$ cat src/hw/rtl/lkvc_pkg.sv
// Shared constants for the LRU key/value cache.
`default_nettype none

package lkvc_pkg;

   // Number of cache entries.
   localparam int ENTRIES = 16;

   // Index, rank and occupancy widths follow from the entry count.
   localparam int IDX_W = (ENTRIES > 1) ? $clog2(ENTRIES) : 1;
   localparam int AGE_W = IDX_W;
   localparam int CNT_W = $clog2(ENTRIES + 1);

   // Field widths of the channels.
   localparam int KEY_W = 32;
   localparam int VAL_W = 32;
   localparam int CAP_W = 5;

   // Width in which occupancy and capacity are compared.
   localparam int CMP_W = (CAP_W > CNT_W) ? CAP_W : CNT_W;

   localparam logic [CAP_W-1:0] CAP_RESET = CAP_W'(16);

   // Command codes.
   localparam logic CMD_GET = 1'b0;
   localparam logic CMD_SET = 1'b1;

   // Value returned by a get that misses.
   localparam logic [VAL_W-1:0] MISS_VALUE = '1;

endpackage : lkvc_pkg

`default_nettype wire

$ cat src/hw/rtl/lkvc_req_if.sv
// Request channel of the LRU key/value cache.
`default_nettype none

interface lkvc_req_if;
   import lkvc_pkg::*;

   logic                    valid;
   logic                    ready;
   logic                    command;
   logic signed [KEY_W-1:0] lookup_key;
   logic signed [VAL_W-1:0] store_value;

   modport source (output valid, output command, output lookup_key, output store_value,
                   input ready);
   modport sink   (input valid, input command, input lookup_key, input store_value,
                   output ready);
endinterface : lkvc_req_if

`default_nettype wire

$ cat src/hw/rtl/lkvc_rsp_if.sv
// Response channel of the LRU key/value cache.
`default_nettype none

interface lkvc_rsp_if;
   import lkvc_pkg::*;

   logic                    valid;
   logic                    ready;
   logic                    hit;
   logic signed [VAL_W-1:0] read_value;

   modport source (output valid, output hit, output read_value, input ready);
   modport sink   (input valid, input hit, input read_value, output ready);
endinterface : lkvc_rsp_if

`default_nettype wire

$ cat src/hw/rtl/lkvc_csr_if.sv
// Capacity register write channel of the LRU key/value cache.
`default_nettype none

interface lkvc_csr_if;
   import lkvc_pkg::*;

   logic             valid;
   logic             ready;
   logic [CAP_W-1:0] capacity;

   modport source (output valid, output capacity, input ready);
   modport sink   (input valid, input capacity, output ready);
endinterface : lkvc_csr_if

`default_nettype wire

$ cat src/hw/rtl/lkvc_ram.sv
// Generic simple dual-port RAM with registered read data.
`default_nettype none

module lkvc_ram #(
   parameter int WIDTH = 32,
   parameter int DEPTH = 16,
   localparam int ADDR_W = (DEPTH > 1) ? $clog2(DEPTH) : 1
) (
   input  wire logic              clock,
   input  wire logic              wr_en,
   input  wire logic [ADDR_W-1:0] wr_addr,
   input  wire logic [WIDTH-1:0]  wr_data,
   input  wire logic              rd_en,
   input  wire logic [ADDR_W-1:0] rd_addr,
   output logic      [WIDTH-1:0]  rd_data
);

   logic [WIDTH-1:0] mem_ff [DEPTH];

   always_ff @(posedge clock) begin
      if (wr_en) begin
         mem_ff[wr_addr] <= wr_data;
      end
      if (rd_en) begin
         rd_data <= mem_ff[rd_addr];
      end
   end

endmodule : lkvc_ram

`default_nettype wire

$ cat src/hw/rtl/lru_key_value_cache_top.sv
// Top level of the fully associative LRU key/value cache.
//
// The cache holds up to ENTRIES key/value pairs. Each item on the request channel
// (req_ch) is a get or a set of a 32-bit key. A get returns one item on the response
// channel (rsp_ch): the stored value with hit set, or all ones with hit clear. A set
// returns nothing. Hits make the entry most recent; a set that misses fills the lowest
// free entry while occupancy is below the capacity register, and otherwise replaces the
// least recent entry.
// The capacity register is written through csr_ch while the cache is idle; each write
// empties the whole cache. Reset empties the cache and sets the capacity to 16.
// Sequencing: one compare unit walks the key RAM one entry per cycle, so every request
// scans all ENTRIES entries. A set is finished in the decide state that follows the
// scan. A get goes from the decide state through a value RAM read (on a hit only) to
// the response state, which loads the output register. One request is in flight at a
// time; req_ch.ready is high only while the cache is idle.
// The response sits in an output register. If the receiver stalls, the cache still
// accepts and completes further sets and finishes the next get's scan, then waits
// until the output register is free before delivering that get's response.
`default_nettype none

module lru_key_value_cache_top (
   input  wire logic   clock,
   input  wire logic   reset,
   lkvc_req_if.sink    req_ch,
   lkvc_rsp_if.source  rsp_ch,
   lkvc_csr_if.sink    csr_ch
);
   import lkvc_pkg::*;

   typedef enum logic [4:0] {
      S_IDLE   = 5'b00001,
      S_SCAN   = 5'b00010,
      S_DECIDE = 5'b00100,
      S_READ   = 5'b01000,
      S_RESP   = 5'b10000
   } state_type;

   // Sequencer and request registers.
   state_type        state_ff, state_in;
   logic             cmd_ff, cmd_in;
   logic [KEY_W-1:0] key_ff, key_in;
   logic [VAL_W-1:0] val_ff, val_in;

   // Scan counter and the index of the key RAM data being compared.
   logic [CNT_W-1:0] scan_ff, scan_in;
   logic [IDX_W-1:0] cmp_idx_ff, cmp_idx_in;

   // Results gathered during the scan.
   logic             found_ff, found_in;
   logic [IDX_W-1:0] found_idx_ff, found_idx_in;
   logic [AGE_W-1:0] found_age_ff, found_age_in;
   logic             free_ff, free_in;
   logic [IDX_W-1:0] free_idx_ff, free_idx_in;
   logic             old_ff, old_in;
   logic [IDX_W-1:0] old_idx_ff, old_idx_in;
   logic [AGE_W-1:0] old_age_ff, old_age_in;

   // Per-entry valid bits and recency ranks, plus occupancy and capacity.
   logic [ENTRIES-1:0] valid_ff, valid_in;
   logic [AGE_W-1:0]   age_ff [ENTRIES];
   logic [AGE_W-1:0]   age_in [ENTRIES];
   logic [CNT_W-1:0]   occ_ff, occ_in;
   logic [CAP_W-1:0]   cap_ff, cap_in;

   // Pending response and the output register.
   logic             res_hit_ff, res_hit_in;
   logic [VAL_W-1:0] res_value_ff, res_value_in;
   logic             rsp_valid_ff, rsp_valid_in;
   logic             rsp_hit_ff, rsp_hit_in;
   logic [VAL_W-1:0] rsp_value_ff, rsp_value_in;

   // RAM ports.
   logic             key_wr_en, key_rd_en;
   logic [IDX_W-1:0] key_wr_addr, key_rd_addr;
   logic [KEY_W-1:0] key_rdata;
   logic             val_wr_en, val_rd_en;
   logic [IDX_W-1:0] val_wr_addr, val_rd_addr;
   logic [VAL_W-1:0] val_rdata;

   // Rank update controls.
   logic             prom_en;
   logic             prom_all;
   logic             fill_en;
   logic [IDX_W-1:0] prom_idx;
   logic [AGE_W-1:0] prom_limit;

   // Combinational helpers.
   logic             req_accept;
   logic             csr_write;
   logic             cmp_valid;
   logic [AGE_W-1:0] cmp_age;
   logic             key_match;
   logic [CAP_W-1:0] cap_floor;
   logic             below_cap;

   lkvc_ram #(.WIDTH(KEY_W), .DEPTH(ENTRIES)) u_key_ram (
      .clock   (clock),
      .wr_en   (key_wr_en),
      .wr_addr (key_wr_addr),
      .wr_data (key_ff),
      .rd_en   (key_rd_en),
      .rd_addr (key_rd_addr),
      .rd_data (key_rdata)
   );

   lkvc_ram #(.WIDTH(VAL_W), .DEPTH(ENTRIES)) u_val_ram (
      .clock   (clock),
      .wr_en   (val_wr_en),
      .wr_addr (val_wr_addr),
      .wr_data (val_ff),
      .rd_en   (val_rd_en),
      .rd_addr (val_rd_addr),
      .rd_data (val_rdata)
   );

   assign req_ch.ready = (state_ff == S_IDLE);
   assign csr_ch.ready = (state_ff == S_IDLE);
   assign req_accept   = req_ch.valid && req_ch.ready;
   assign csr_write    = csr_ch.valid && csr_ch.ready;

   assign rsp_ch.valid      = rsp_valid_ff;
   assign rsp_ch.hit        = rsp_hit_ff;
   assign rsp_ch.read_value = rsp_value_ff;

   // The shared compare unit looks at one entry per cycle.
   assign cmp_valid = valid_ff[cmp_idx_ff];
   assign cmp_age   = age_ff[cmp_idx_ff];
   assign key_match = cmp_valid && (key_rdata == key_ff);

   // A capacity of zero acts as one; anything above ENTRIES acts as ENTRIES.
   assign cap_floor = (cap_ff == '0) ? CAP_W'(1) : cap_ff;
   assign below_cap = (CMP_W'(occ_ff) < CMP_W'(cap_floor)) &&
                      (CMP_W'(occ_ff) < CMP_W'(ENTRIES));

   // Sequencer.
   always_comb begin
      state_in     = state_ff;
      cmd_in       = cmd_ff;
      key_in       = key_ff;
      val_in       = val_ff;
      scan_in      = scan_ff;
      cmp_idx_in   = cmp_idx_ff;
      found_in     = found_ff;
      found_idx_in = found_idx_ff;
      found_age_in = found_age_ff;
      free_in      = free_ff;
      free_idx_in  = free_idx_ff;
      old_in       = old_ff;
      old_idx_in   = old_idx_ff;
      old_age_in   = old_age_ff;
      occ_in       = occ_ff;
      cap_in       = cap_ff;
      res_hit_in   = res_hit_ff;
      res_value_in = res_value_ff;
      rsp_hit_in   = rsp_hit_ff;
      rsp_value_in = rsp_value_ff;
      rsp_valid_in = (rsp_valid_ff && rsp_ch.ready) ? 1'b0 : rsp_valid_ff;

      key_wr_en   = 1'b0;
      key_wr_addr = '0;
      key_rd_en   = 1'b0;
      key_rd_addr = '0;
      val_wr_en   = 1'b0;
      val_wr_addr = '0;
      val_rd_en   = 1'b0;
      val_rd_addr = '0;

      prom_en    = 1'b0;
      prom_all   = 1'b0;
      fill_en    = 1'b0;
      prom_idx   = '0;
      prom_limit = '0;

      unique case (state_ff)
         S_IDLE: begin
            if (req_accept) begin
               cmd_in      = req_ch.command;
               key_in      = req_ch.lookup_key;
               val_in      = req_ch.store_value;
               key_rd_en   = 1'b1;
               key_rd_addr = '0;
               scan_in     = CNT_W'(1);
               cmp_idx_in  = '0;
               found_in    = 1'b0;
               free_in     = 1'b0;
               old_in      = 1'b0;
               state_in    = S_SCAN;
            end
         end

         S_SCAN: begin
            if (!found_ff && key_match) begin
               found_in     = 1'b1;
               found_idx_in = cmp_idx_ff;
               found_age_in = cmp_age;
            end
            if (!free_ff && !cmp_valid) begin
               free_in     = 1'b1;
               free_idx_in = cmp_idx_ff;
            end
            // Oldest valid entry; the lowest index wins a tie.
            if (cmp_valid && (!old_ff || (cmp_age > old_age_ff))) begin
               old_in     = 1'b1;
               old_idx_in = cmp_idx_ff;
               old_age_in = cmp_age;
            end
            if (scan_ff < CNT_W'(ENTRIES)) begin
               key_rd_en   = 1'b1;
               key_rd_addr = scan_ff[IDX_W-1:0];
               cmp_idx_in  = scan_ff[IDX_W-1:0];
               scan_in     = scan_ff + CNT_W'(1);
            end
            if (cmp_idx_ff == IDX_W'(ENTRIES - 1)) begin
               state_in = S_DECIDE;
            end
         end

         S_DECIDE: begin
            if (cmd_ff == CMD_GET) begin
               if (found_ff) begin
                  val_rd_en   = 1'b1;
                  val_rd_addr = found_idx_ff;
                  prom_en     = 1'b1;
                  prom_idx    = found_idx_ff;
                  prom_limit  = found_age_ff;
                  state_in    = S_READ;
               end else begin
                  res_hit_in   = 1'b0;
                  res_value_in = MISS_VALUE;
                  state_in     = S_RESP;
               end
            end else begin
               priority if (found_ff) begin
                  val_wr_en   = 1'b1;
                  val_wr_addr = found_idx_ff;
                  prom_en     = 1'b1;
                  prom_idx    = found_idx_ff;
                  prom_limit  = found_age_ff;
               end else if (below_cap && free_ff) begin
                  key_wr_en   = 1'b1;
                  key_wr_addr = free_idx_ff;
                  val_wr_en   = 1'b1;
                  val_wr_addr = free_idx_ff;
                  fill_en     = 1'b1;
                  prom_en     = 1'b1;
                  prom_all    = 1'b1;
                  prom_idx    = free_idx_ff;
                  occ_in      = occ_ff + CNT_W'(1);
               end else if (old_ff) begin
                  key_wr_en   = 1'b1;
                  key_wr_addr = old_idx_ff;
                  val_wr_en   = 1'b1;
                  val_wr_addr = old_idx_ff;
                  prom_en     = 1'b1;
                  prom_all    = 1'b1;
                  prom_idx    = old_idx_ff;
               end else begin
                  prom_en = 1'b0;
               end
               state_in = S_IDLE;
            end
         end

         S_READ: begin
            res_hit_in   = 1'b1;
            res_value_in = val_rdata;
            state_in     = S_RESP;
         end

         S_RESP: begin
            if (!rsp_valid_ff || rsp_ch.ready) begin
               rsp_valid_in = 1'b1;
               rsp_hit_in   = res_hit_ff;
               rsp_value_in = res_value_ff;
               state_in     = S_IDLE;
            end
         end

         default: begin
            state_in = S_IDLE;
         end
      endcase

      if (csr_write) begin
         cap_in = csr_ch.capacity;
         occ_in = '0;
      end
   end

   // Rank update, one lane per entry. Entries more recent than the limit (all valid
   // entries when prom_all is set) age by one, the promoted entry becomes rank zero.
   always_comb begin
      for (int i = 0; i < ENTRIES; i++) begin
         valid_in[i] = valid_ff[i];
         age_in[i]   = age_ff[i];
         if (csr_write) begin
            valid_in[i] = 1'b0;
            age_in[i]   = '0;
         end else if (prom_en) begin
            if (IDX_W'(i) == prom_idx) begin
               age_in[i] = '0;
               if (fill_en) begin
                  valid_in[i] = 1'b1;
               end
            end else if (valid_ff[i] && (prom_all || (age_ff[i] < prom_limit))) begin
               age_in[i] = age_ff[i] + AGE_W'(1);
            end
         end
      end
   end

   always_ff @(posedge clock) begin
      if (reset) begin
         state_ff     <= S_IDLE;
         valid_ff     <= '0;
         occ_ff       <= '0;
         cap_ff       <= CAP_RESET;
         rsp_valid_ff <= 1'b0;
         for (int i = 0; i < ENTRIES; i++) begin
            age_ff[i] <= '0;
         end
      end else begin
         state_ff     <= state_in;
         valid_ff     <= valid_in;
         occ_ff       <= occ_in;
         cap_ff       <= cap_in;
         rsp_valid_ff <= rsp_valid_in;
         age_ff       <= age_in;
      end
   end

   always_ff @(posedge clock) begin
      cmd_ff       <= cmd_in;
      key_ff       <= key_in;
      val_ff       <= val_in;
      scan_ff      <= scan_in;
      cmp_idx_ff   <= cmp_idx_in;
      found_ff     <= found_in;
      found_idx_ff <= found_idx_in;
      found_age_ff <= found_age_in;
      free_ff      <= free_in;
      free_idx_ff  <= free_idx_in;
      old_ff       <= old_in;
      old_idx_ff   <= old_idx_in;
      old_age_ff   <= old_age_in;
      res_hit_ff   <= res_hit_in;
      res_value_ff <= res_value_in;
      rsp_hit_ff   <= rsp_hit_in;
      rsp_value_ff <= rsp_value_in;
   end

   // An accepted request always starts a scan.
   a_req_starts_scan: assert property (@(posedge clock) disable iff (reset)
      req_accept |=> (state_ff == S_SCAN))
      else $error("accepted request did not start a scan");

   // A set finishes without producing a response.
   a_set_no_result: assert property (@(posedge clock) disable iff (reset)
      (state_ff == S_DECIDE && cmd_ff == CMD_SET) |=> (state_ff == S_IDLE))
      else $error("set did not return to idle");

   // Occupancy always equals the number of valid entries.
   a_occ_matches_valid: assert property (@(posedge clock) disable iff (reset)
      $countones(valid_ff) == int'(occ_ff))
      else $error("occupancy count disagrees with valid bits");

   // A new response only appears from the response state.
   a_rsp_from_resp: assert property (@(posedge clock) disable iff (reset)
      $rose(rsp_valid_ff) |-> ($past(state_ff) == S_RESP))
      else $error("response appeared outside the response state");

endmodule : lru_key_value_cache_top

`default_nettype wire

$ cat src/flat_wrapper.sv
// flat-port wrapper written by rule: the top's interface ports become plain ports
module lru_key_value_cache_top_flat import lkvc_pkg::*;
  (clock, reset, req_ch_valid, req_ch_command, req_ch_lookup_key, req_ch_store_value, req_ch_ready, rsp_ch_valid, rsp_ch_hit, rsp_ch_read_value, rsp_ch_ready, csr_ch_valid, csr_ch_capacity, csr_ch_ready);
  lkvc_req_if req_ch_i ();
  lkvc_rsp_if rsp_ch_i ();
  lkvc_csr_if csr_ch_i ();
  input  wire logic clock;
  input  wire logic reset;
  input wire logic [$bits(req_ch_i.valid)-1:0] req_ch_valid;
  input wire logic [$bits(req_ch_i.command)-1:0] req_ch_command;
  input wire logic [$bits(req_ch_i.lookup_key)-1:0] req_ch_lookup_key;
  input wire logic [$bits(req_ch_i.store_value)-1:0] req_ch_store_value;
  output wire logic [$bits(req_ch_i.ready)-1:0] req_ch_ready;
  output wire logic [$bits(rsp_ch_i.valid)-1:0] rsp_ch_valid;
  output wire logic [$bits(rsp_ch_i.hit)-1:0] rsp_ch_hit;
  output wire logic [$bits(rsp_ch_i.read_value)-1:0] rsp_ch_read_value;
  input wire logic [$bits(rsp_ch_i.ready)-1:0] rsp_ch_ready;
  input wire logic [$bits(csr_ch_i.valid)-1:0] csr_ch_valid;
  input wire logic [$bits(csr_ch_i.capacity)-1:0] csr_ch_capacity;
  output wire logic [$bits(csr_ch_i.ready)-1:0] csr_ch_ready;
  assign req_ch_i.valid = req_ch_valid;
  assign req_ch_i.command = req_ch_command;
  assign req_ch_i.lookup_key = req_ch_lookup_key;
  assign req_ch_i.store_value = req_ch_store_value;
  assign req_ch_ready = req_ch_i.ready;
  assign rsp_ch_valid = rsp_ch_i.valid;
  assign rsp_ch_hit = rsp_ch_i.hit;
  assign rsp_ch_read_value = rsp_ch_i.read_value;
  assign rsp_ch_i.ready = rsp_ch_ready;
  assign csr_ch_i.valid = csr_ch_valid;
  assign csr_ch_i.capacity = csr_ch_capacity;
  assign csr_ch_ready = csr_ch_i.ready;
  lru_key_value_cache_top u_core (.clock(clock), .reset(reset), .req_ch(req_ch_i), .rsp_ch(rsp_ch_i), .csr_ch(csr_ch_i));
endmodule
$ cat config.mk
export PLATFORM = sky130hd
export DESIGN_NAME = lru_key_value_cache_top_flat
export DESIGN_NICKNAME = d
export VERILOG_FILES = /design/src/hw/rtl/lkvc_pkg.sv /design/src/hw/rtl/lkvc_req_if.sv /design/src/hw/rtl/lkvc_rsp_if.sv /design/src/hw/rtl/lkvc_csr_if.sv /design/src/hw/rtl/lkvc_ram.sv /design/src/hw/rtl/lru_key_value_cache_top.sv /design/src/flat_wrapper.sv
export SDC_FILE = /design/constraint.sdc
export NUM_CORES = 2
export LEC_CHECK = 0
export BUFFER_PORTS_ARGS = -buffer_cell sky130_fd_sc_hd__buf_2
export CAP_MARGIN = 20
export CORE_ASPECT_RATIO = 1.5
export CORE_MARGIN = 2
export CORE_UTILIZATION = 40
export DETAILED_ROUTE_END_ITERATION = 10
export PLACE_DENSITY = 0.65
export REMOVE_ABC_BUFFERS = 1
export SLEW_MARGIN = 20
export SYNTH_ARGS = -nofsm -noshare
export SYNTH_HDL_FRONTEND = slang
export SYNTH_SLANG_ARGS = --single-unit
$ cat constraint.sdc
create_clock -name clock -period 5.28 [get_ports clock]
set_input_delay 0.792 -clock clock [delete_from_list [all_inputs] [get_ports clock]]
set_output_delay 0.792 -clock clock [all_outputs]
set_load 0.005 [all_outputs]
# Word level (Yosys, flattened, before mapping)
# Memories as Yosys holds them, arrays and structs flattened. A register that Yosys moved wholly into a read port is not among the register bits.
# Cells that the tools add are included.
dict set report op_classes {
  add_sub_neg 18
  n_lt_le_gt_ge 22
  eq_ne 31
  muxes 107
  bitwise 2
  n_reduce_logical 113
}
# op n
set op_table {}
lappend op_table {{$mux W4} 53}
lappend op_table {{$reduce_and A3 Y1} 22}
lappend op_table {{$add A4 B1 Y4 const B} 16}
lappend op_table {{$lt A4 B4 Y1} 16}
lappend op_table {{$mux W32} 2}
lappend op_table {{$pmux W32 S2} 1}
lappend op_table {{$reduce_and A2 Y1} 21}
lappend op_table {{$mux W5} 8}
lappend op_table {{$reduce_bool A2 Y1} 18}
lappend op_table {{$mux W1} 33}
lappend op_table {{$eq A32 B32 Y1} 1}
lappend op_table {{$eq A4 B4 Y1 const A} 8}
lappend op_table {{$logic_and A1 B1 Y1} 25}
lappend op_table {{$pmux W5 S5} 1}
lappend op_table {{$logic_or A1 B1 Y1} 18}
lappend op_table {{$bmux W4 S4} 1}
lappend op_table {{$eq A3 B4 Y1 const A} 4}
lappend op_table {{$ne A2 B1 Y1 const B} 6}
lappend op_table {{$add A5 B1 Y5 const B} 2}
lappend op_table {{$lt A5 B5 Y1 const B} 2}
lappend op_table {{$pmux W1 S2} 5}
lappend op_table {{$pmux W5 S2} 1}
lappend op_table {{$eq A2 B4 Y1 const A} 2}
lappend op_table {{$pmux W4 S2} 1}
lappend op_table {{other kinds (20)} 26}
dict set report word_totals {
  register_bits 259
  ram_bits 1024
  input_bits 75
  output_inout_bits 36
  elab_cells 348
  mem_count 2
}
# memory words word_bits read_ports rd_ports_with_merged_regs wr line_no
set memory_table {}
lappend memory_table {u_core.u_key_ram.mem_ff 16 32 1 1 1 lkvc_ram.sv:18} ;# logic [WIDTH-1:0] mem_ff [DEPTH];
lappend memory_table {u_core.u_val_ram.mem_ff 16 32 1 1 1 lkvc_ram.sv:18}

# Longest topological paths before layout
dict set report logic_depth {
  depth_word 13
  depth_mapped 13
  mapped_depth_nobuf 12
}

# Hierarchy
# From an unflattened synthesis, not the netlist that was laid out.
dict set report unflattened {
  cells_unflattened 2698
  area_unflattened_um2 52785.6
}
# mod n_inst cells_per_inst area_each_um2 seq_area_each_um2
set by_module_without_submodules {}
lappend by_module_without_submodules {lkvc_ram 2 838 20155.6 16335.7}
lappend by_module_without_submodules {lru_key_value_cache_top 1 1022 12474.5 6816.5}

# Worst setup path before layout
# OpenSTA, ideal clock, no wires.
dict set report synth_timing {
  kind {register to register}
  from {register u_core.cap_ff[4]}
  to {memory u_core.u_key_ram.mem_ff[7][0] (enable)}
  setup_time_ns 0.425
  arrival_ns 3.749
  required_time_ns 4.855
  slack_ns 1.106
  stages_incl_launch_ff 9
  n_path_buf 1
  period_less_slack_ns 4.174
  path_cell_list {dfxtp_1 -> or4_4 -> a41oi_4 -> and2_1 -> buf_4 -> o21ai_2 -> mux2i_1 -> or4_1 -> nor2b_1}
}
dict set report synth_between {
  elab_chain_cells 11
  elab_cells_between_ends 15
  classes_between {order compare (1); mux (11); reduce/logical (3)}
}
# item line_no
set synth_lines {}
lappend synth_lines {{start, declared} lru_key_value_cache_top.sv:63} ;# logic [CAP_W-1:0] cap_ff, cap_in;
lappend synth_lines {{start signal, assigned} lru_key_value_cache_top.sv:326} ;# cap_ff <= cap_in;
lappend synth_lines {{$logic_not A5 Y1} lru_key_value_cache_top.sv:131} ;# assign cap_floor = (cap_ff == '0) ? CAP_W'(1) : cap_ff;
lappend synth_lines {{$mux W5 *} lru_key_value_cache_top.sv:131}
lappend synth_lines {{$lt A5 B5 Y1 *} lru_key_value_cache_top.sv:132} ;# assign below_cap = (CMP_W'(occ_ff) < CMP_W'(cap_floor)) &&
lappend synth_lines {{$logic_and A1 B1 Y1 *} lru_key_value_cache_top.sv:132}
lappend synth_lines {{$logic_and A1 B1 Y1 *} lru_key_value_cache_top.sv:239} ;# end else if (below_cap && free_ff) begin
lappend synth_lines {{$mux W1} lru_key_value_cache_top.sv:239}
lappend synth_lines {{$mux W1} lru_key_value_cache_top.sv:233} ;# priority if (found_ff) begin
lappend synth_lines {{$mux W1} lru_key_value_cache_top.sv:219} ;# if (cmd_ff == CMD_GET) begin
lappend synth_lines {{$mux W1} lru_key_value_cache_top.sv:174} ;# unique case (state_ff)
lappend synth_lines {{$mux W1} lkvc_ram.sv:21} ;# if (wr_en) begin
lappend synth_lines {{$mux W1 (implied by the code)} lkvc_ram.sv:22} ;# mem_ff[wr_addr] <= wr_data;
lappend synth_lines {{end, declared} lkvc_ram.sv:18}
# Every way passes the cells marked *; elsewhere a longest branch is shown, timed or not.

# Worst setup path in the final report
dict set report layout_timing {
  from {register u_core.cap_ff[4]}
  to {memory u_core.u_key_ram.mem_ff[11][18] (enable)}
}
# Same word-level chain as after synthesis.

==> results by group <==
Outcome
  – Status: finished clean

Clocking
  – Maximum level of the CTS H-tree: 4
  – Clock transition at path regs: 0.06 ns
  – CTS Buf Count: 131
  – Post-CTS Setup Bufs: 0
  – Sink Count: 1,347
  – Clock Latency Late Sink: 0.76 ns
  – CTS Root Cell: clkbuf_16
  – CTS tree: yes
  – PostCTS Resize Cnt: 0
  – Deepest clock path buffer count: 3
  – CTS Hold Bufs: 0

Global routing
  – Grt total ovfl: 0
  – GRT Total Usage: 18.5%
  – Number of global-route vias before repair: 30,245
  – Largest net degree at the start of global routing: 104
  – Initial antenna violation count: 6
  – First-pass GRT wire length: 190 mm

Pwr
  – Sw Share: 22.2%
  – Clock power share: 41.1%
  – LEAKAGE: 0.0204 uW
  – PwrDens: 370 nW/um^2
  – Internal power: 17,600 uW
  – Tot Pwr: 22,600 uW
  – Sw Pwr: 5010 uW
  – Combinational fraction of design power: 4.5%
  – VDD IR-drop max: 0.000391 V
  – Flop pwr share: 54.4%

Drt
  – Post-route ant nets: 0
  – WL/cell: 24.4 microns
  – Vias after detailed routing: 29,887
  – DR iter-0 viols: 2,808
  – Final WL: 128 mm
  – Vias per cell: 5.71
  – DRC viols: 0
  – Drt first pass iters: 5

Placement
  – Placed Cells: 4,992
  – Final GP Congestion: 0.855
  – Dpl hpwl: 74.8 mm
  – PortBufs: 110
  – Post-DP Area: 56,900 sq um

Layout
  – Post-route cell area: 61,100 sq um
  – Final #Nets: 3,533
  – Fin cells: 5,233
  – Area of the multi-input gates: 13,800 sq um
  – Fillers: 11,410
  – Register area: 39,500 sq um
  – Ant. Diodes: 0
  – Share of post-route cells with drive strength above 1: 18.4%
  – Area Growth Syn to Fin: 13.6%
  – Post-layout util: 45.8%

Yosys
  – Top post-synthesis cells by count: edfxtp_1 (1,251), o21ai_0 (210), mux2i_1 (180), nand2_1 (150), clkbuf_1 (147)
  – Mapped Cells: 3,253
  – Distinct cells, synth: 75
  – Syn avg cell area: 16.5 sq um
  – Post-synth EDFFs: 1,251
  – Synth top area share: 69.8%
  – Sequential fraction of the synthesis area: 73.4%
  – Asr flop ratio synth: 0%
  – Top-count cell post-synth: edfxtp_1
  – Mapped Area: 53,800 sq um
  – Yosys warns: 0
  – Ys flop type: edfxtp_1
  – Synth top area cells: edfxtp_1 (70%), mux4_2 (3.7%), dfxtp_1 (3.6%)
  – Seq cells post-synth: 1,347
  – Yosys top cell by area: edfxtp_1

Worst setup path
  – Worst Path Required: 5.73 ns
  – Arrival @ worst endpoint: 4.64 ns
  – Critical Path Fanout Max: 24
  – CP endpoint kind: flop
  – Crit Path Class: reg2reg
  – CP Launch Type: flop

Floorplanning
  – Row cnt: 164
  – Core outline area: 133,000 sq um
  – Starting Density: 40.3%
  – Die W: 303 microns
  – I/O pins: 111
  – Die height: 453 microns
  – DIE AREA: 138,000 sq um

Timing
  – Slew Limit Fails: 0
  – Layout Skew: 0.0252 ns
  – Post-Route Setup TNS: 0 ns
  – Slew margin rel.: 28.2%
  – RSZ-0062 raised after global routing: no
  – Final period utilization: 79.4%
  – FMAX: 238 MHz
  – Post-route minimum period: 4.19 ns
  – Final setup viols: 0
  – Worst slew pin tran: 1.08 ns
  – Final Hold Vio Count: 0

Job
  – Max-cap viol count: 0

Hold path
  – Worst hold path type: in2reg
==> layer usage <==
layer	wire (microns)	global-route usage, %	vias up
met1	49500	22.3	15272
met5	54	0	-
met4	4380	7.30	8
met2	67000	32.9	1015
li1	-	-	13356
met3	6650	2.82	236
==> cells by family after synthesis <==
family,synth area share (%)
mux,8.43
simple gates,4.61
fa+ha+maj,1.72
buf+inv,1.59
flops,73.4
xor+xnor,1.35
compound gates,8.93
==> critical path: stages, from the launching register on <==
cell	delay, ns
dfxtp_1	0.32
or4_4	0.55
a41oi_4	0.35
and2_1	0.44
o21ai_2	0.22
mux2i_1	0.22
or4_1	0.70
nor2_4	0.75
buf_4	0.31
==> stage by stage <==
stage | setup WS [ns] | hold slack [ns]
2_1_floorplan | -2.69 | 0.400
3_3_place_gp | 1.22 | 0.404
3_5_place_dp | 1.13 | 0.405
4_1_cts | 1.10 | 0.147
5_1_grt | 0.917 | 0.171
6_report | 1.09 | 0.202
==> flip-flops by register name (all words and copies together), names as in the netlist, 5 cells and up <==
signal                    cells
u_core.cap_ff                 5
u_core.u_key_ram.mem_ff     512
u_core.u_val_ram.mem_ff     512
u_core.occ_ff                 5
u_core.u_val_ram.rd_data     32
u_core.key_ff                32
u_core.state_ff               5
u_core.u_key_ram.rd_data     32
u_core.rsp_ch.read_value     32
u_core.age_ff                64
u_core.res_value_ff          32
u_core.scan_ff                5
u_core.val_ff                32
u_core.valid_ff              16
==> path summary, 6_finish.rpt <==
check | from | to | cells after the start | slack [ns]
setup / recovery | u_core.cap_ff[4] | u_core.u_key_ram.mem_ff[11][18] | 8 | 1.09
setup reg to reg | u_core.cap_ff[4] | u_core.u_key_ram.mem_ff[11][18] | 8 | 1.09
hold / removal | req_ch_store_value[29] | u_core.val_ff[29] | 1 | 0.20
hold reg to reg | u_core.res_value_ff[4] | u_core.rsp_ch.read_value[4] | 0 | 0.41
==> layout by cell type (no fill, tap or decap), types with 6 or more instances in the layout <==
cell type,netlist,layout
inv_6,0,7
o211ai_1,77,77
ha_1,74,74
bufinv_16,0,11
and3_1,33,32
mux2_2,65,65
mux2i_1,180,180
or3_1,6,6
xnor2_1,48,48
a21o_1,19,19
clkinv_2,0,22
buf_4,2,70
a22oi_1,32,32
and2_1,16,12
o2bb2ai_1,14,14
nor2_4,0,29
nand3_1,65,65
a21oi_1,67,66
o221ai_1,130,130
nand2_1,150,146
nor3_1,19,19
or2_2,35,35
o22ai_1,30,30
xor2_1,35,35
clkbuf_1,147,22
nor2_1,102,72
buf_2,24,110
clkinvlp_4,0,6
o21ai_0,210,210
inv_1,19,19
o2111ai_1,36,36
edfxtp_1,1251,1251
a211oi_1,23,22
buf_12,0,14
nand4_1,45,45
mux4_2,89,89
dfxtp_1,96,96
clkinv_1,0,27
clkbuf_16,0,136
==> power by group through the flow <==
stage / clock (uW) / sequential, uW / combinational (uW)
after global placement: 0 / 12500 / 1010
final: 9280 / 12300 / 1020
after floorplan: 0 / 12400 / 647
after global routing: 9850 / 12300 / 1100
after detailed placement: 0 / 12500 / 1020
after CTS: 9480 / 12300 / 1030
==> layout make-up <==
class | instances | area share (%)
well taps | 1743 | 3.57
inverters | 20 | 0.123
multi-input cells | 1690 | 22.6
flip-flops and latches | 1347 | 64.6
repair buffers | 194 | 2.22
clock buffers | 159 | 5.72
clock inverters | 80 | 1.20
(Power assumes the default switching activity.)
